File: src/rtl/text_to_lcd_glyph_stream_macros.svh
// assertion macros shared by the glyph stream rtl
// expects clk and rst in the scope where a macro is used
`ifndef TEXT_TO_LCD_GLYPH_STREAM_MACROS_SVH
`define TEXT_TO_LCD_GLYPH_STREAM_MACROS_SVH

// condition holds in the same cycle
`define TTLG_ASSERT_NOW(lbl, ante, cons, msg) \
  lbl: assert property (@(posedge clk) disable iff (rst) (ante) |-> (cons)) else $error(msg);

// condition holds in the next cycle
`define TTLG_ASSERT_NEXT(lbl, ante, cons, msg) \
  lbl: assert property (@(posedge clk) disable iff (rst) (ante) |=> (cons)) else $error(msg);

`endif

File: src/rtl/ttlg_pkg.sv
// types, constants and the 6x8 font table for the glyph stream block
// no dependencies
package ttlg_pkg;

  localparam logic [7:0] CMD_COL     = 8'h80;
  localparam logic [7:0] CMD_ROW     = 8'h40;
  localparam logic [7:0] FIRST_CODE  = 8'd32;
  localparam int         ROM_ENTRIES = 101;
  localparam int         FONT_COLS   = 6;
  localparam int         MAX_DATA    = 6;
  localparam int         BEAT_W      = 3;
  localparam logic [BEAT_W-1:0] BEAT_COL = 3'd0;
  localparam logic [BEAT_W-1:0] BEAT_ROW = 3'd1;
  localparam logic [BEAT_W-1:0] BEAT_DATA0 = 3'd2;

  typedef struct packed {
    logic [7:0] char_code;
    logic       new_string;
    logic [3:0] start_col;
    logic [2:0] start_row;
  } in_t;

  typedef struct packed {
    logic [7:0] out_byte;
    logic       is_data;
    logic       last;
  } out_t;

  // one classified character, ready for the back end
  typedef struct packed {
    logic [7:0] col_cmd;
    logic [7:0] row_cmd;
    logic [6:0] glyph_idx;
    logic       blank;
  } job_t;

  typedef struct packed {
    logic full;
    logic empty;
  } q_stat_t;

  // first column in the top byte
  function automatic logic [47:0] font_row(input logic [6:0] idx);
    logic [47:0] r;
    case (idx)
      7'd0:   r = 48'h000000000000;
      7'd1:   r = 48'h0000004F0000;
      7'd2:   r = 48'h000007000700;
      7'd3:   r = 48'h00147F147F14;
      7'd4:   r = 48'h00242A7F2A12;
      7'd5:   r = 48'h002313086462;
      7'd6:   r = 48'h003649552250;
      7'd7:   r = 48'h000005030000;
      7'd8:   r = 48'h00001C224100;
      7'd9:   r = 48'h000041221C00;
      7'd10:  r = 48'h0014083E0814;
      7'd11:  r = 48'h0008083E0808;
      7'd12:  r = 48'h000050300000;
      7'd13:  r = 48'h000808080808;
      7'd14:  r = 48'h000060600000;
      7'd15:  r = 48'h002010080402;
      7'd16:  r = 48'h003E5149453E;
      7'd17:  r = 48'h0000427F4000;
      7'd18:  r = 48'h004261514946;
      7'd19:  r = 48'h002141454B31;
      7'd20:  r = 48'h001814127F10;
      7'd21:  r = 48'h002745454539;
      7'd22:  r = 48'h003C4A494930;
      7'd23:  r = 48'h000171090503;
      7'd24:  r = 48'h003649494936;
      7'd25:  r = 48'h00064949291E;
      7'd26:  r = 48'h000036360000;
      7'd27:  r = 48'h000056360000;
      7'd28:  r = 48'h000814224100;
      7'd29:  r = 48'h001414141414;
      7'd30:  r = 48'h000041221408;
      7'd31:  r = 48'h000201510906;
      7'd32:  r = 48'h00324979413E;
      7'd33:  r = 48'h007E1111117E;
      7'd34:  r = 48'h007F4949493E;
      7'd35:  r = 48'h003E41414122;
      7'd36:  r = 48'h007F4141221C;
      7'd37:  r = 48'h007F49494941;
      7'd38:  r = 48'h007F09090901;
      7'd39:  r = 48'h003E4149497A;
      7'd40:  r = 48'h007F0808087F;
      7'd41:  r = 48'h0000417F4100;
      7'd42:  r = 48'h002040413F01;
      7'd43:  r = 48'h007F08142241;
      7'd44:  r = 48'h007F40404040;
      7'd45:  r = 48'h007F0204027F;
      7'd46:  r = 48'h007F0408107F;
      7'd47:  r = 48'h003E4141413E;
      7'd48:  r = 48'h007F09090906;
      7'd49:  r = 48'h003E4151215E;
      7'd50:  r = 48'h007F09192946;
      7'd51:  r = 48'h004649494931;
      7'd52:  r = 48'h0001017F0101;
      7'd53:  r = 48'h003F4040403F;
      7'd54:  r = 48'h001F2040201F;
      7'd55:  r = 48'h003F4038403F;
      7'd56:  r = 48'h006314081463;
      7'd57:  r = 48'h000304780403;
      7'd58:  r = 48'h006151494543;
      7'd59:  r = 48'h00007F414100;
      7'd60:  r = 48'h0015167C1615;
      7'd61:  r = 48'h000041417F00;
      7'd62:  r = 48'h000402010204;
      7'd63:  r = 48'h004040404040;
      7'd64:  r = 48'h000001020400;
      7'd65:  r = 48'h002054545478;
      7'd66:  r = 48'h007F48444438;
      7'd67:  r = 48'h003844444420;
      7'd68:  r = 48'h00384444487F;
      7'd69:  r = 48'h003854545418;
      7'd70:  r = 48'h00087E090102;
      7'd71:  r = 48'h000C5252523E;
      7'd72:  r = 48'h007F08040478;
      7'd73:  r = 48'h0000447D4000;
      7'd74:  r = 48'h002040443D00;
      7'd75:  r = 48'h007F10284400;
      7'd76:  r = 48'h0000417F4000;
      7'd77:  r = 48'h007E020C027C;
      7'd78:  r = 48'h007E0402027C;
      7'd79:  r = 48'h003844444438;
      7'd80:  r = 48'h007C14141408;
      7'd81:  r = 48'h00081414187C;
      7'd82:  r = 48'h007C08040408;
      7'd83:  r = 48'h004854545420;
      7'd84:  r = 48'h00043F444020;
      7'd85:  r = 48'h003C4040207C;
      7'd86:  r = 48'h001C2040201C;
      7'd87:  r = 48'h003C4030403C;
      7'd88:  r = 48'h004428102844;
      7'd89:  r = 48'h000C5050503C;
      7'd90:  r = 48'h004464544C44;
      7'd91:  r = 48'h000008364100;
      7'd92:  r = 48'h0000007F0000;
      7'd93:  r = 48'h000041360800;
      7'd94:  r = 48'h000804081008;
      7'd95:  r = 48'h0008082A1C08;
      7'd96:  r = 48'h00081C2A0808;
      7'd97:  r = 48'h0004027F0204;
      7'd98:  r = 48'h0010207F2010;
      7'd99:  r = 48'h001C2A322A1C;
      7'd100: r = 48'h001C2244221C;
      default: r = '0;
    endcase
    return r;
  endfunction

endpackage

File: src/rtl/ttlg_front.sv
// front end: accepts characters, keeps the text cursor, classifies the glyph
// depends on ttlg_pkg
module ttlg_front import ttlg_pkg::*; #(
  parameter int GLYPH_WIDTH  = 6,
  parameter int TEXT_COLUMNS = 14,
  parameter int TEXT_ROWS    = 6,
  parameter int GLYPH_COUNT  = 101
) (
  input  logic    clk,
  input  logic    rst,
  input  logic    in_valid,
  output logic    in_ready,
  input  in_t     in_data,
  input  q_stat_t stat,
  output logic    push,
  output job_t    job
);

  logic [3:0] cursor_col, cursor_col_next;
  logic [2:0] cursor_row, cursor_row_next;
  logic [3:0] col_eff, col_inc;
  logic [2:0] row_eff, row_inc;
  logic [7:0] idx;
  logic       wrap;

  assign in_ready = !stat.full;
  assign push     = in_valid && in_ready;

  always_comb begin
    col_eff = in_data.new_string ? in_data.start_col : cursor_col;
    row_eff = in_data.new_string ? in_data.start_row : cursor_row;
    idx     = in_data.char_code - FIRST_CODE;

    job.col_cmd   = CMD_COL | 8'(32'(col_eff) * GLYPH_WIDTH);
    job.row_cmd   = CMD_ROW | {5'b0, row_eff};
    job.glyph_idx = idx[6:0];
    job.blank     = (in_data.char_code < FIRST_CODE) || (32'(idx) >= GLYPH_COUNT) ||
                    (32'(idx) >= ROM_ENTRIES);

    // advance with wrap at the edges of the text grid
    col_inc = col_eff + 4'd1;
    wrap    = (32'(col_inc) >= TEXT_COLUMNS) || (col_inc == 4'd0);
    cursor_col_next = wrap ? 4'd0 : col_inc;
    row_inc = wrap ? row_eff + 3'd1 : row_eff;
    cursor_row_next = (32'(row_inc) >= TEXT_ROWS) ? 3'd0 : row_inc;
  end

  always_ff @(posedge clk) begin
    if (rst) begin
      cursor_col <= '0;
      cursor_row <= '0;
    end else if (push) begin
      cursor_col <= cursor_col_next;
      cursor_row <= cursor_row_next;
    end
  end

endmodule

File: config.mk
export PLATFORM = sky130hd
export DESIGN_NAME = ttlg_front
export DESIGN_NICKNAME = d
export VERILOG_FILES = /design/src/rtl/text_to_lcd_glyph_stream_macros.svh /design/src/rtl/ttlg_pkg.sv /design/src/rtl/ttlg_front.sv
export SDC_FILE = /design/constraint.sdc
export NUM_CORES = 1
export LEC_CHECK = 0
export BUFFER_PORTS_ARGS = -buffer_cell sky130_fd_sc_hd__buf_2
export CAP_MARGIN = 20
export CORE_MARGIN = 3
export CORE_UTILIZATION = 44
export DETAILED_ROUTE_END_ITERATION = 16
export HOLD_SLACK_MARGIN = 0.02
export PLACE_DENSITY = 0.85
export SKIP_LAST_GASP = 1
export SLEW_MARGIN = 20
export SYNTH_ARGS = -nofsm -noshare
export SYNTH_HDL_FRONTEND = slang
export SYNTH_SLANG_ARGS = --single-unit
File: constraint.sdc
create_clock -name clk -period 3.5 [get_ports clk]
set_input_delay 0.35 -clock clk [delete_from_list [all_inputs] [get_ports clk]]
set_output_delay 0.35 -clock clk [all_outputs]
set_load 0.005 [all_outputs]
==> impl_metrics.tcl <==
set metrics [dict create \
    worst_setup_hold_path_clk_slew_ns 0.05 \
    run_status "finished clean" \
    viasPerCell 5.16 \
    detail_route.drc_violations 0 \
    die-area_sq_mm 0.00257 \
    setup.reg_to_reg.worst_slack_ns 0.94 \
    setup_viol 0 \
    die_w_um 50.7 \
    timing.hold.worst.class "in2reg" \
    ctsHtreeMaxLevel 1 \
    ctsLongestPathBuffers 2 \
    cts_root_buffer "sky130_fd_sc_hd__clkbuf_4" \
    critical_path_peak_fanout 9 \
    num_antenna_cells 0 \
    critical_path_required_ns 3.65 \
    cp_data_arrival_time_ns 2.84 \
    setup_buffers_after_cts 0 \
    grt_antenna_before_repair 0 \
    io-pin-count 47 \
    detailedRoute.firstPassIterationCount 4 \
    routed_wirelength_um 1960 \
    worstSetupStartpointType "input pin" \
    via_count_of_the_first_global_routing_pass 791 \
    dp_slack_ns 0.544 \
    ctsHoldBuffers 0 \
    cp-end-kind "register" \
    clock.fmax_ghz 0.372 \
    slew_violations 0 \
    finalCoreUtilization 0.574 \
    post_synth_instance_area_sq_um 881 \
    worst_clock_skew_ns 0.00313 \
    placed_cells_incl_taps 163 \
    setup.worst_path.class "in2reg" \
    ys_dominant_reg_cell "sky130_fd_sc_hd__dfxtp_1" \
    chain_of_cells_forming_the_critical_path "buf_2 -> mux2i_1 -> inv_1 -> ha_1 -> and3b_1 -> or3_1 -> and4_4 -> a211oi_2 -> nor2_1 -> o41ai_2" \
    post_synth_num_cell_types 40 \
    critPathTopFamily "simple AND/OR/NAND/NOR gates" \
    grt.met1_usage 0.184 \
    area.growth.synth_to_final_pct 17.5 \
    busiest_layer "met2" \
    place.port_buffers 38 \
    cts_tree "built" \
    initial_core_util 0.489 \
    powerDensity_mw_per_mm2 266 \
    fin_cells 167 \
    wl_per_cell_um 11.7 \
    finalSetupTns_ns 0 \
    cts.repair.resized 0 \
    ys_async_sr_fraction 0 \
    cell_area_placed_sq_mm 0.00101 \
    nFillCells 172 \
    cts-buffers-inserted 3 \
    synth_enable_flop_cells 0 \
    multi_input_area_sq_um 606 \
    placementRows 15 \
    grt_setup_unrepaired "false" \
    floorplan.die.height_um 50.7 \
    max-vdd-ir-drop_mv 0.210 \
    postSynthAreaPerCell_sq_um 7.94 \
    grt_start_max_net_pins 12 \
    timing.final.crit_share 0.768 \
    finish.net_count 173 \
    gpl.final_weighted_congestion 0.823 \
    worst-path-buf-inv 2 \
    number_of_warnings_printed_during_yosys_synthesis 0 \
    syn_inst 111 \
    cts.sinks 7 \
    detailedRoute.firstIterationViolations 14 \
    grt.met2_usage 0.315 \
    seqCellArea_sq_um 140 \
    global_route_total_overflow 0 \
    synth_sequential_area_ratio 0.159 \
    grt_pass1_wl_um 3260 \
    met3_track_utilization_from_global_routing 0.0208 \
    period_needed_ns 2.69 \
    cellLeakagePower_uw 0.000556 \
    timing.final.hold_violations 0 \
    final_antenna_net_count 0 \
    vias 861 \
    detailedPlacementHpwl_um 1700 \
    cpPeakStageDelay_ns 0.43 \
    synth-seq-cells 7 \
    worst_skew_pair.late_latency_ns 0.25 \
    grt.total_usage 0.163 \
    core_region_area_sq_mm 0.00180 \
    postLayoutCellArea_sq_mm 0.00103 \
    max_cap_viol_count 0 \
    drive_gt1_frac 0.359 \
    final_setup_margin_ns 0.811 \
    cpMaxStageDelayCell "sky130_fd_sc_hd__mux2i_1" \
]
[cell type report]
type / instances / share of cell area
clock buffers: 4 / 0.0254
multi-input cells: 82 / 0.585
well taps: 25 / 0.0302
inverters: 11 / 0.0399
repair buffers: 38 / 0.184
flip-flops and latches: 7 / 0.135
[sequential cells by signal, indices dropped and copies added, names as in the netlist]
name / flops
cursor_col: 4
cursor_row: 3
[cells in the final DEF (no fill, tap or decap), types with 2 or more instances in the layout]
cell type	n
sky130_fd_sc_hd__a21o_1	2
sky130_fd_sc_hd__a21oi_1	10
sky130_fd_sc_hd__buf_2	38
sky130_fd_sc_hd__clkbuf_4	3
sky130_fd_sc_hd__conb_1	7
sky130_fd_sc_hd__dfxtp_1	7
sky130_fd_sc_hd__ha_1	8
sky130_fd_sc_hd__inv_1	9
sky130_fd_sc_hd__inv_2	2
sky130_fd_sc_hd__mux2_1	3
sky130_fd_sc_hd__mux2_2	2
sky130_fd_sc_hd__nand2_1	8
sky130_fd_sc_hd__nand3_1	3
sky130_fd_sc_hd__nand3b_1	2
sky130_fd_sc_hd__nand4_1	2
sky130_fd_sc_hd__nor2_1	9
sky130_fd_sc_hd__o21ai_0	2
sky130_fd_sc_hd__o41ai_2	2
sky130_fd_sc_hd__xnor2_1	2
sky130_fd_sc_hd__xor2_1	2
[logic make-up after synthesis]
group                      synth area share
and+or+nand+nor                       0.193
buffers and inverters                 0.175
AOI/OAI and AO/OA                     0.169
adders and majority gates             0.136
muxes                                 0.101
DFF                                   0.159
xor gates and xnor gates             0.0583
other                               0.00853
[cells in the mapped netlist (2+ instances only)]
cell	count	area, sq um
sky130_fd_sc_hd__inv_1	9	33.8
sky130_fd_sc_hd__o41ai_2	2	32.5
sky130_fd_sc_hd__mux2_1	3	33.8
sky130_fd_sc_hd__mux2_2	2	22.5
sky130_fd_sc_hd__clkbuf_1	2	7.51
sky130_fd_sc_hd__conb_1	2	7.51
sky130_fd_sc_hd__nand3_1	3	15.0
sky130_fd_sc_hd__ha_1	8	100
sky130_fd_sc_hd__xnor2_1	2	17.5
sky130_fd_sc_hd__buf_4	12	90.1
sky130_fd_sc_hd__nand3b_1	2	15.0
sky130_fd_sc_hd__dfxtp_1	7	140
sky130_fd_sc_hd__inv_2	2	7.51
sky130_fd_sc_hd__xor2_1	2	17.5
sky130_fd_sc_hd__nand4_1	2	12.5
sky130_fd_sc_hd__a21oi_1	10	50.1
sky130_fd_sc_hd__nor2_1	9	33.8
sky130_fd_sc_hd__a21o_1	2	15.0
sky130_fd_sc_hd__o21ai_0	2	10.0
sky130_fd_sc_hd__nand2_1	8	30.0
[where the power goes]
group          internal (uW)  total (uW)  switching, uW
registers               83.9        86.5           2.63
logic                   51.7         114           62.2
clock network           43.6        75.1           31.5
total                    179         276           96.4
[path summary, 6_finish.rpt]
kind | startpoint | to | cells after the start
setup / recovery | in_data[7] | cursor_row[1] | 10
hold reg to reg | cursor_col[1] | cursor_col[1] | 2
setup reg to reg | cursor_col[1] | cursor_row[1] | 9
hold / removal | rst | cursor_col[1] | 2
[through the flow]
stage,hold WS [ns],power [uW]
2_1_floorplan,0.431,170
3_3_place_gp,0.444,197
3_5_place_dp,0.453,203
4_1_cts,0.392,277
5_1_grt,0.404,300
6_report,0.391,276
[layer usage]
metal / vias to the layer above / part of all wire
met1: 394 / 0.40
li1: 424 / -
met3: 4 / 0.085
met2: 39 / 0.50
met5: - / 0
met4: 0 / 0.011
[worst reg2reg max path, stage by stage (launching register included)]
cell,delay [ns]
sky130_fd_sc_hd__dfxtp_1,0.31
sky130_fd_sc_hd__mux2i_1,0.32
sky130_fd_sc_hd__inv_1,0.13
sky130_fd_sc_hd__ha_1,0.27
sky130_fd_sc_hd__and3b_1,0.19
sky130_fd_sc_hd__or3_1,0.40
sky130_fd_sc_hd__and4_4,0.20
sky130_fd_sc_hd__a211oi_2,0.26
sky130_fd_sc_hd__nor2_1,0.11
sky130_fd_sc_hd__o41ai_2,0.28
No activity file was read; power rests on OpenSTA's default activity.
