File: src/rtl/text_to_lcd_glyph_stream_macros.svh
// assertion macros shared by the glyph stream rtl
// expects clk and rst in the scope where a macro is used
`ifndef TEXT_TO_LCD_GLYPH_STREAM_MACROS_SVH
`define TEXT_TO_LCD_GLYPH_STREAM_MACROS_SVH

// condition holds in the same cycle
`define TTLG_ASSERT_NOW(lbl, ante, cons, msg) \
  lbl: assert property (@(posedge clk) disable iff (rst) (ante) |-> (cons)) else $error(msg);

// condition holds in the next cycle
`define TTLG_ASSERT_NEXT(lbl, ante, cons, msg) \
  lbl: assert property (@(posedge clk) disable iff (rst) (ante) |=> (cons)) else $error(msg);

`endif

File: src/rtl/ttlg_pkg.sv
// types, constants and the 6x8 font table for the glyph stream block
// no dependencies
package ttlg_pkg;

  localparam logic [7:0] CMD_COL     = 8'h80;
  localparam logic [7:0] CMD_ROW     = 8'h40;
  localparam logic [7:0] FIRST_CODE  = 8'd32;
  localparam int         ROM_ENTRIES = 101;
  localparam int         FONT_COLS   = 6;
  localparam int         MAX_DATA    = 6;
  localparam int         BEAT_W      = 3;
  localparam logic [BEAT_W-1:0] BEAT_COL = 3'd0;
  localparam logic [BEAT_W-1:0] BEAT_ROW = 3'd1;
  localparam logic [BEAT_W-1:0] BEAT_DATA0 = 3'd2;

  typedef struct packed {
    logic [7:0] char_code;
    logic       new_string;
    logic [3:0] start_col;
    logic [2:0] start_row;
  } in_t;

  typedef struct packed {
    logic [7:0] out_byte;
    logic       is_data;
    logic       last;
  } out_t;

  // one classified character, ready for the back end
  typedef struct packed {
    logic [7:0] col_cmd;
    logic [7:0] row_cmd;
    logic [6:0] glyph_idx;
    logic       blank;
  } job_t;

  typedef struct packed {
    logic full;
    logic empty;
  } q_stat_t;

  // first column in the top byte
  function automatic logic [47:0] font_row(input logic [6:0] idx);
    logic [47:0] r;
    case (idx)
      7'd0:   r = 48'h000000000000;
      7'd1:   r = 48'h0000004F0000;
      7'd2:   r = 48'h000007000700;
      7'd3:   r = 48'h00147F147F14;
      7'd4:   r = 48'h00242A7F2A12;
      7'd5:   r = 48'h002313086462;
      7'd6:   r = 48'h003649552250;
      7'd7:   r = 48'h000005030000;
      7'd8:   r = 48'h00001C224100;
      7'd9:   r = 48'h000041221C00;
      7'd10:  r = 48'h0014083E0814;
      7'd11:  r = 48'h0008083E0808;
      7'd12:  r = 48'h000050300000;
      7'd13:  r = 48'h000808080808;
      7'd14:  r = 48'h000060600000;
      7'd15:  r = 48'h002010080402;
      7'd16:  r = 48'h003E5149453E;
      7'd17:  r = 48'h0000427F4000;
      7'd18:  r = 48'h004261514946;
      7'd19:  r = 48'h002141454B31;
      7'd20:  r = 48'h001814127F10;
      7'd21:  r = 48'h002745454539;
      7'd22:  r = 48'h003C4A494930;
      7'd23:  r = 48'h000171090503;
      7'd24:  r = 48'h003649494936;
      7'd25:  r = 48'h00064949291E;
      7'd26:  r = 48'h000036360000;
      7'd27:  r = 48'h000056360000;
      7'd28:  r = 48'h000814224100;
      7'd29:  r = 48'h001414141414;
      7'd30:  r = 48'h000041221408;
      7'd31:  r = 48'h000201510906;
      7'd32:  r = 48'h00324979413E;
      7'd33:  r = 48'h007E1111117E;
      7'd34:  r = 48'h007F4949493E;
      7'd35:  r = 48'h003E41414122;
      7'd36:  r = 48'h007F4141221C;
      7'd37:  r = 48'h007F49494941;
      7'd38:  r = 48'h007F09090901;
      7'd39:  r = 48'h003E4149497A;
      7'd40:  r = 48'h007F0808087F;
      7'd41:  r = 48'h0000417F4100;
      7'd42:  r = 48'h002040413F01;
      7'd43:  r = 48'h007F08142241;
      7'd44:  r = 48'h007F40404040;
      7'd45:  r = 48'h007F0204027F;
      7'd46:  r = 48'h007F0408107F;
      7'd47:  r = 48'h003E4141413E;
      7'd48:  r = 48'h007F09090906;
      7'd49:  r = 48'h003E4151215E;
      7'd50:  r = 48'h007F09192946;
      7'd51:  r = 48'h004649494931;
      7'd52:  r = 48'h0001017F0101;
      7'd53:  r = 48'h003F4040403F;
      7'd54:  r = 48'h001F2040201F;
      7'd55:  r = 48'h003F4038403F;
      7'd56:  r = 48'h006314081463;
      7'd57:  r = 48'h000304780403;
      7'd58:  r = 48'h006151494543;
      7'd59:  r = 48'h00007F414100;
      7'd60:  r = 48'h0015167C1615;
      7'd61:  r = 48'h000041417F00;
      7'd62:  r = 48'h000402010204;
      7'd63:  r = 48'h004040404040;
      7'd64:  r = 48'h000001020400;
      7'd65:  r = 48'h002054545478;
      7'd66:  r = 48'h007F48444438;
      7'd67:  r = 48'h003844444420;
      7'd68:  r = 48'h00384444487F;
      7'd69:  r = 48'h003854545418;
      7'd70:  r = 48'h00087E090102;
      7'd71:  r = 48'h000C5252523E;
      7'd72:  r = 48'h007F08040478;
      7'd73:  r = 48'h0000447D4000;
      7'd74:  r = 48'h002040443D00;
      7'd75:  r = 48'h007F10284400;
      7'd76:  r = 48'h0000417F4000;
      7'd77:  r = 48'h007E020C027C;
      7'd78:  r = 48'h007E0402027C;
      7'd79:  r = 48'h003844444438;
      7'd80:  r = 48'h007C14141408;
      7'd81:  r = 48'h00081414187C;
      7'd82:  r = 48'h007C08040408;
      7'd83:  r = 48'h004854545420;
      7'd84:  r = 48'h00043F444020;
      7'd85:  r = 48'h003C4040207C;
      7'd86:  r = 48'h001C2040201C;
      7'd87:  r = 48'h003C4030403C;
      7'd88:  r = 48'h004428102844;
      7'd89:  r = 48'h000C5050503C;
      7'd90:  r = 48'h004464544C44;
      7'd91:  r = 48'h000008364100;
      7'd92:  r = 48'h0000007F0000;
      7'd93:  r = 48'h000041360800;
      7'd94:  r = 48'h000804081008;
      7'd95:  r = 48'h0008082A1C08;
      7'd96:  r = 48'h00081C2A0808;
      7'd97:  r = 48'h0004027F0204;
      7'd98:  r = 48'h0010207F2010;
      7'd99:  r = 48'h001C2A322A1C;
      7'd100: r = 48'h001C2244221C;
      default: r = '0;
    endcase
    return r;
  endfunction

endpackage

File: src/rtl/ttlg_queue.sv
// two-entry job queue between the front and back ends
// depends on ttlg_pkg and the assertion macro header
`include "text_to_lcd_glyph_stream_macros.svh"
module ttlg_queue import ttlg_pkg::*; (
  input  logic    clk,
  input  logic    rst,
  input  logic    push,
  input  job_t    push_job,
  input  logic    pop,
  output job_t    head,
  output q_stat_t stat
);

  job_t       entry [2];
  logic       wr_ptr;
  logic       rd_ptr;
  logic [1:0] count;

  assign head       = entry[rd_ptr];
  assign stat.full  = (count == 2'd2);
  assign stat.empty = (count == 2'd0);

  always_ff @(posedge clk) begin
    if (push) begin
      entry[wr_ptr] <= push_job;
    end
  end

  always_ff @(posedge clk) begin
    if (rst) begin
      wr_ptr <= 1'b0;
      rd_ptr <= 1'b0;
      count  <= '0;
    end else begin
      if (push) begin
        wr_ptr <= !wr_ptr;
      end
      if (pop) begin
        rd_ptr <= !rd_ptr;
      end
      count <= count + {1'b0, push} - {1'b0, pop};
    end
  end

  `TTLG_ASSERT_NOW(a_count_range, 1'b1, count <= 2'd2, "queue count out of range")
  `TTLG_ASSERT_NOW(a_no_pop_empty, pop, !stat.empty, "queue popped while empty")
  `TTLG_ASSERT_NOW(a_no_push_full, push, !stat.full, "queue pushed while full")
  `TTLG_ASSERT_NEXT(a_fill, push && !pop, count == $past(count) + 2'd1, "queue count slipped")

endmodule

File: config.mk
export PLATFORM = sky130hd
export DESIGN_NAME = ttlg_queue
export DESIGN_NICKNAME = d
export VERILOG_FILES = /design/src/rtl/ttlg_pkg.sv /design/src/rtl/ttlg_queue.sv
export VERILOG_INCLUDE_DIRS = /design/src /design/src/rtl
export SDC_FILE = /design/constraint.sdc
export NUM_CORES = 1
export LEC_CHECK = 0
export ABC_AREA = 0
export BUFFER_PORTS_ARGS = -buffer_cell sky130_fd_sc_hd__buf_4
export CORE_MARGIN = 2
export CORE_UTILIZATION = 51
export DETAILED_ROUTE_END_ITERATION = 6
export PLACE_DENSITY = 0.78
export SYNTH_ARGS = -nofsm -noshare
export SYNTH_HDL_FRONTEND = slang
export SYNTH_SLANG_ARGS = --single-unit
File: constraint.sdc
create_clock -name clk -period 2.6 [get_ports clk]
set_input_delay 0.52 -clock clk [delete_from_list [all_inputs] [get_ports clk]]
set_output_delay 0.52 -clock clk [all_outputs]
set_load 0.01 [all_outputs]
==> results_dict.tcl, run 1 <==
set metrics [dict create \
    status "finished clean" \
    reg2reg_from "count[0]" \
    cts-resized-gates 0 \
    hold_viol_final 0 \
    n_antenna_cell 0 \
    dp.final_hpwl_mm 2.16 \
    clockRootBuffer "clkbuf_8" \
    vdd_drop_max_mv 0.433 \
    dieArea_um2 4550 \
    p_sw_frac 0.215 \
    critical_path_class "reg2out" \
    r2r_slack_ns 1.21 \
    rsz0062_at_grt "no" \
    post_drt_wl_per_cell_um 14.1 \
    finalCritPeriodShare 0.786 \
    fin_setup_tns_ns 0 \
    r2r_end "count[1]" \
    place.gp.congestion 0.666 \
    hold_depth 1 \
    grt_antenna_before_repair 0 \
    syn_area_per_cell_um2 21.4 \
    gr-total-overflow 0 \
    io-pin-count 54 \
    nets 188 \
    clock_skew_ns 0.00482 \
    crit_path_start_kind "register" \
    grt_max_degree 25 \
    period_minus_slack_ns 2.04 \
    p_leak_uw 0.00104 \
    clk_path_buf_depth 2 \
    cts_hold_buffers 0 \
    cts_tree "yes" \
    drive_above_1_share 0.560 \
    rows 23 \
    grt_first_pass_wirelength_mm 4.63 \
    final_common_cell "buf_4" \
    final_cell_mix "58 x buf_4, 48 x edfxtp_1, 20 x mux2_4" \
    fillers 277 \
    insertion_delay_ns 0.29 \
    clock-sinks 53 \
    finalSetupViolCount 0 \
    seq_power_share 0.587 \
    start_util 0.521 \
    p_per_area_nw_per_um2 666 \
    min-delay-path-class "in2reg" \
    syn-cell-area_um2 2050 \
    yosys.cell_types.count 13 \
    design_power_total_uw 1720 \
    post_cts_buffers 0 \
    ys_ff_latch 53 \
    drtIter0Drc 30 \
    antenna_left 0 \
    r2r_cells 6 \
    routed_wl_mm 2.95 \
    endpoint_kind "primary output" \
    clock.fmax_mhz 490 \
    areaGrowthSynthToFinish_pct 25.8 \
    ys_warn_count 0 \
    drc 0 \
    dr.pass1.iters 4 \
    synth_fp_nets 126 \
    core_area_um2 3940 \
    clkPwrFrac 0.239 \
    worst_pin_slew_ns 0.421 \
    vias_per_cell 4.74 \
    maxCapViolCount 0 \
    p_switching_uw 370 \
    vias 990 \
    yosysSeqAreaShare 0.750 \
    cts_buffers 5 \
    htree_levels 2 \
    cp_max_fo 24 \
    slew_violations 0 \
    final_core_util 0.656 \
    max-slew-margin-rel 0.720 \
    grt_usage 0.145 \
    netlist_instances 96 \
    worstPathRequired_ns 2.08 \
    port_buffers 53 \
    combPwrFrac 0.174 \
    die_w_um 67.5 \
    critPathArrivalTime_ns 1.52 \
    grt_pass1_vias 1040 \
    min-delay-start "push_job[16]" \
    path_clk_slew_ns 0.08 \
    internal_power_uw 1350 \
    die_height_um 67.5 \
    whs_endpoint "entry[0][16]" \
]
## critical path, stage by stage, from the launching register on
cell     delay [ns]
dfxtp_1        0.32
buf_4          0.37
mux2_2         0.38
buf_4          0.14
## cell families (layout without fill, tap and decap cells)
kind of cell,count (synthesis),after routing,synth area share
flip-flops,53,53,0.750
multiplexers,24,24,0.168
AND/OR/NAND/NOR,9,9,0.0213
buffers and inverters,5,68,0.0286
XOR/XNOR,3,3,0.0195
adder cells (fa/ha/maj),2,2,0.0122
## metal layers
layer / up-vias / routed length [um] / global-route usage / part of all wire
met3: 4 / 146 / 0.0483 / 0.049
met2: 31 / 1680 / 0.270 / 0.57
li1: 484 / - / - / -
met1: 471 / 1070 / 0.143 / 0.36
met5: - / 0 / 0 / 0
met4: 0 / 53 / 0.0689 / 0.018
## synth_stat cells
library cell  instances  area share
and2_1                1      0.0030
buf_12                2       0.019
buf_6                 1      0.0055
dfxtp_1               5       0.049
edfxtp_1             48        0.70
ha_1                  2       0.012
inv_1                 2      0.0037
mux2_2                4       0.022
mux2_4               20        0.15
nor2_1                5      0.0091
nor2b_1               3      0.0091
xnor2_1               2      0.0085
xnor3_1               1       0.011
## power by group through the flow
| stage | combinational [uW] | clock [uW] | sequential (uW) |
|---|---|---|---|
| global route | 327 | 460 | 1020 |
| detailed placement | 305 | 0 | 1030 |
| floorplan | 181 | 0 | 1030 |
| CTS | 306 | 433 | 1010 |
| finish | 300 | 412 | 1010 |
| global placement | 295 | 0 | 1030 |
## registers in the layout, indices dropped and copies added, names as in the netlist, named ones only
register  cells
wr_ptr        1
rd_ptr        1
count         2
entry        48
## stage by stage
step | instances | setup WS [ns] | hold slack [ns] | cell area [um^2]
floorplan | 96 | 0.566 | 0.480 | 2050
global placement | 201 | 0.891 | 0.497 | 2500
detailed placement | 201 | 0.863 | 0.536 | 2500
CTS | 209 | 0.526 | 0.393 | 2580
global route | 209 | 0.470 | 0.388 | 2580
finish | 209 | 0.557 | 0.403 | 2580
## cell type report
class	instances	area, um^2	share of cell area
multi-input combinational	38	457	0.177
sequential	53	1540	0.596
timing repair buffer	58	435	0.168
inverter	2	7.51	0.00290
tap	50	62.6	0.0242
clock buffer	5	68.8	0.0266
clock inverter	3	12.5	0.00484
## worst max path at each step
stage	from	end	cells after the start
6_report	register	head[2]	3
5_1_grt	register	head[23]	3
4_1_cts	register	head[0]	3
3_5_place_dp	register	head[0]	3
3_3_place_gp	register	head[23]	3
2_1_floorplan	push	entry[0][0]	1
Power figures use the tool's default switching activity.
==> run 2, diff against run 1 <==
==> constraint.sdc (replaced) <==
create_clock -name clk -period 2.1 [get_ports clk]
set_input_delay 0.42 -clock clk [delete_from_list [all_inputs] [get_ports clk]]
set_output_delay 0.42 -clock clk [all_outputs]
set_load 0.01 [all_outputs]
==> run 2 against run 1 <==
Cell count rose by 0.48%; critical path depth unchanged; largest power group unchanged; highest routed layer unchanged; count of clock-buffer cells in the layout rose by 1; clock power grew 23%; utilization increased by 0.22 points.
==> results_dict.tcl, run 2 (synthesis results as in run 1) <==
set metrics [dict create \
    grt_antenna_before_repair 0 \
    fin_setup_tns_ns 0 \
    gr-total-overflow 0 \
    core_area_um2 3940 \
    p_per_area_nw_per_um2 823 \
    cts_buffers 5 \
    grt_pass1_vias 1047 \
    finalSetupViolCount 0 \
    dr.pass1.iters 3 \
    dpl_cell_area_um2 2510 \
    vias_per_cell 4.74 \
    clock-sinks 53 \
    crit_path_start_kind "register" \
    die_height_um 67.5 \
    final_common_cell "buf_4" \
    status "finished clean" \
    seq_power_share 0.587 \
    start_util 0.521 \
    hold_depth 1 \
    r2r_slack_ns 0.67 \
    clock.fmax_mhz 555 \
    clockRootBuffer "clkbuf_8" \
    cts-resized-gates 0 \
    slew_violations 0 \
    n_antenna_cell 0 \
    largest_reg_flops 48 \
    cts_tree "yes" \
    worstPathRequired_ns 1.68 \
    clkPwrFrac 0.238 \
    htree_levels 2 \
    period_minus_slack_ns 1.80 \
    path_clk_slew_ns 0.08 \
    fillers 266 \
    whs_endpoint "entry[1][10]" \
    vdd_drop_max_mv 0.578 \
    port_buffers 53 \
    drc 0 \
    holdWs_ns 0.309 \
    insertion_delay_ns 0.29 \
    min-delay-start "push_job[10]" \
    place.gp.congestion 0.676 \
    cpMostUsedCell "buf_4" \
    critical_path_class "reg2out" \
    clk_path_buf_depth 2 \
    combPwrFrac 0.175 \
    antenna_left 0 \
    hold_viol_final 0 \
    drive_above_1_share 0.569 \
    internal_power_uw 1680 \
    grt_first_pass_wirelength_mm 4.53 \
    post_drt_wl_per_cell_um 13.9 \
    vias 996 \
    final_cell_mix "59 x buf_4, 48 x edfxtp_1, 20 x mux2_4" \
    endpoint_kind "primary output" \
    grt_usage 0.142 \
    rsz0062_at_grt "no" \
    die_w_um 67.5 \
    final_core_util 0.658 \
    crit_family "buffers and inverters" \
    post_cts_buffers 0 \
    largest_register "entry" \
    min-delay-path-class "in2reg" \
    r2r_end "count[1]" \
    finalCritPeriodShare 0.857 \
    worst_pin_slew_ns 0.230 \
    crit_path_cell_trace "buf_4 -> mux2_2 -> buf_4" \
    critPathSlowestCell "mux2_2" \
    nets 189 \
    maxCapViolCount 0 \
    areaGrowthSynthToFinish_pct 26.2 \
    io-pin-count 54 \
    fin_area_um2 2590 \
    cpPeakStageDelay_ns 0.37 \
    reg2reg_from "count[0]" \
    dieArea_um2 4550 \
    max-slew-margin-rel 0.846 \
    clock_skew_ns 0.00487 \
    grt_max_degree 16 \
    p_sw_frac 0.212 \
    critPathArrivalTime_ns 1.38 \
    cts_hold_buffers 0 \
    r2r_cells 6 \
    p_switching_uw 452 \
    drtIter0Drc 32 \
    cp_max_fo 13 \
    p_leak_uw 0.00105 \
    rows 23 \
    crit_buf_inv 2 \
    routed_wl_mm 2.91 \
    dp.final_hpwl_mm 2.21 \
    largest_registers "entry (48), count (2)" \
]
run 2: changes by cell type in the layout (fill, tap and decap cells not counted):
cell / change
buf_4: +1
clkbuf_1: +1
clkinv_1: -2
clkinv_2: +1
run 2: power groups by stage:
stage | registers, uW | clock network (uW) | logic (uW)
floorplan | 1270 | 0 | 224
global placement | 1270 | 0 | 367
detailed placement | 1280 | 0 | 382
CTS | 1250 | 535 | 382
global route | 1260 | 577 | 405
finish | 1250 | 508 | 374
run 2: final cells by class:
| cell class | instances | area [um^2] | share of cell area |
|---|---|---|---|
| sequential | 53 | 1540 | 0.594 |
| tap | 50 | 62.6 | 0.0241 |
| clock buffer | 6 | 72.6 | 0.0280 |
| timing repair buffer | 59 | 443 | 0.171 |
| multi-input combinational | 38 | 457 | 0.176 |
| clock inverter | 2 | 10.0 | 0.00386 |
| inverter | 2 | 7.51 | 0.00289 |
run 2: metrics by stage:
stage,power (uW),setup WS (ns),instances
4_1_cts,2170,0.275,210
6_report,2130,0.300,210
5_1_grt,2240,0.227,210
2_1_floorplan,1490,0.166,96
3_5_place_dp,1660,0.510,202
3_3_place_gp,1640,0.604,202
run 2: worst max-delay path by stage:
stage	start	to	slack, ns	cells past startpoint
finish	register	head[23]	0.30	3
global route	register	head[0]	0.23	3
CTS	register	head[23]	0.28	3
detailed placement	pop	count[1]	0.51	6
global placement	pop	count[1]	0.60	6
floorplan	push	entry[0][0]	0.17	1
run 2: layer usage:
metal	up-vias	track usage	part of all wire
met5	-	0	0
met4	0	0.0740	0.015
met3	4	0.0617	0.062
met2	34	0.249	0.56
met1	474	0.141	0.36
li1	484	-	-
==> run 3, diff against run 2 <==
--- a/config.mk
+++ b/config.mk
@@ -10,6 +10,7 @@
 export BUFFER_PORTS_ARGS = -buffer_cell sky130_fd_sc_hd__buf_4
 export CORE_MARGIN = 2
 export CORE_UTILIZATION = 51
+export CTS_BUF_LIST = sky130_fd_sc_hd__clkbuf_16
 export DETAILED_ROUTE_END_ITERATION = 6
 export PLACE_DENSITY = 0.78
 export SYNTH_ARGS = -nofsm -noshare
==> constraint.sdc (replaced) <==
create_clock -name clk -period 2.1 [get_ports clk]
set_input_delay 0.315 -clock clk [delete_from_list [all_inputs] [get_ports clk]]
set_output_delay 0.315 -clock clk [all_outputs]
set_load 0.01 [all_outputs]
==> run 3 against run 2 <==
Sequential power hardly changed; combinational power about the same; worst hold slack worse by 0.10 ns; critical path depth unchanged; sequential cell count unchanged; critical path type unchanged.
==> results_dict.tcl, run 3 (synthesis results as in run 1) <==
set metrics [dict create \
    status "finished clean" \
    grt_util_met3 0.0483 \
    worstPathRequired_ns 1.78 \
    critPathArrivalTime_ns 1.38 \
    p_per_area_nw_per_um2 910 \
    slew_violations 0 \
    crit_path_cell_trace "buf_4 -> mux2_2 -> buf_4" \
    finalCritPeriodShare 0.807 \
    largest_register "entry" \
    critical_path_class "reg2out" \
    final_cell_mix "59 x buf_4, 48 x edfxtp_1, 20 x mux2_4" \
    place.gp.congestion 0.670 \
    cpPeakStageDelay_ns 0.37 \
    die_height_um 67.5 \
    path_clk_slew_ns 0.06 \
    vdd_drop_max_mv 0.733 \
    insertion_delay_ns 0.29 \
    dr.pass1.iters 4 \
    largest_reg_flops 48 \
    rows 23 \
    drc 0 \
    p_leak_uw 0.00107 \
    worst_pin_slew_ns 0.230 \
    cp_max_fo 13 \
    critPathSlowestCell "mux2_2" \
    gr-total-overflow 0 \
    clock_skew_ns 0.00144 \
    final_common_cell "buf_4" \
    dieArea_um2 4550 \
    clock-sinks 53 \
    core_area_um2 3940 \
    grt_first_pass_wirelength_mm 4.79 \
    dp.final_hpwl_mm 2.27 \
    busiest_layer "met2" \
    period_minus_slack_ns 1.69 \
    crit_family "buffers and inverters" \
    globalRouteMet1Util 0.166 \
    io-pin-count 54 \
    post_cts_buffers 0 \
    finalSetupViolCount 0 \
    grt_pass1_vias 1039 \
    maxCapViolCount 0 \
    cts_buffers 5 \
    clk_path_buf_depth 2 \
    largest_registers "entry (48), count (2)" \
    clockRootBuffer "clkbuf_16" \
    cts_tree "yes" \
    fin_area_um2 2660 \
    antenna_left 0 \
    use_met2 0.268 \
    rsz0062_at_grt "no" \
    fin_setup_tns_ns 0 \
    htree_levels 2 \
    nets 189 \
    drive_above_1_share 0.575 \
    post_drt_wl_per_cell_um 14.5 \
    vias_per_cell 4.81 \
    cpMostUsedCell "buf_4" \
    dpl_cell_area_um2 2510 \
    cts-resized-gates 0 \
    start_util 0.521 \
    post-place-ws_ns 0.642 \
    grt_usage 0.153 \
    final_core_util 0.675 \
    cts_hold_buffers 0 \
    die_w_um 67.5 \
    hold_viol_final 0 \
    drtIter0Drc 35 \
    vias 1011 \
    endpoint_kind "primary output" \
    min-delay-path-class "in2reg" \
    routed_wl_mm 3.05 \
    grt_antenna_before_repair 0 \
    holdWs_ns 0.207 \
    port_buffers 53 \
    areaGrowthSynthToFinish_pct 29.5 \
    max-slew-margin-rel 0.847 \
    fin_ws_ns 0.405 \
    grt_max_degree 19 \
    crit_path_start_kind "register" \
    crit_buf_inv 2 \
    clock.fmax_mhz 590 \
    n_antenna_cell 0 \
]
## run 3: changes by cell type in the layout (fill, tap and decap cells not counted), sizes merged
cell / change
clkinv: -1
clkinvlp: +1
inv: +1
clkbuf: -1
## run 3: per-layer routing
| layer | vias up | wire [um] |
|---|---|---|
| li1 | 489 | - |
| met1 | 485 | 1140 |
| met2 | 33 | 1710 |
| met3 | 4 | 149 |
| met4 | 0 | 51 |
| met5 | - | 0 |
## run 3: through the flow
| step | total power (uW) | cells |
|---|---|---|
| detailed placement | 1660 | 202 |
| global placement | 1640 | 202 |
| CTS | 2450 | 210 |
| floorplan | 1490 | 96 |
| finish | 2420 | 210 |
| global route | 2520 | 210 |
## run 3: layout make-up
| cell class | instances | area, um^2 |
|---|---|---|
| clock buffers | 5 | 125 |
| clock inverters | 3 | 25.0 |
| fillers | 264 | 1280 |
| inverters | 2 | 7.51 |
| multi-input cells | 38 | 457 |
| flip-flops and latches | 53 | 1540 |
| well taps | 50 | 62.6 |
| repair buffers | 59 | 443 |
## run 3: path summary, 6_finish.rpt
path,start,end,slack (ns),depth (start not counted)
max,register,head[0],0.41,3
min,push_job[12],entry[0][12],0.21,1
max reg2reg,count[0],count[1],0.69,6
min reg2reg,rd_ptr,rd_ptr,0.52,2
## run 3: worst reg2reg max path, stage by stage (launching register included)
cell	delay (ns)
dfxtp_1	0.37
inv_1	0.06
ha_1	0.27
inv_1	0.06
ha_1	0.13
xnor3_1	0.38
nor2_1	0.09
## run 3: report_power, final
part	switching (uW)	internal [uW]	total, uW	leakage [uW]
registers	25.8	1230	1250	0.000492
clock network	346	447	793	0.0000704
logic	151	224	375	0.000511
total	523	1900	2420	0.00107
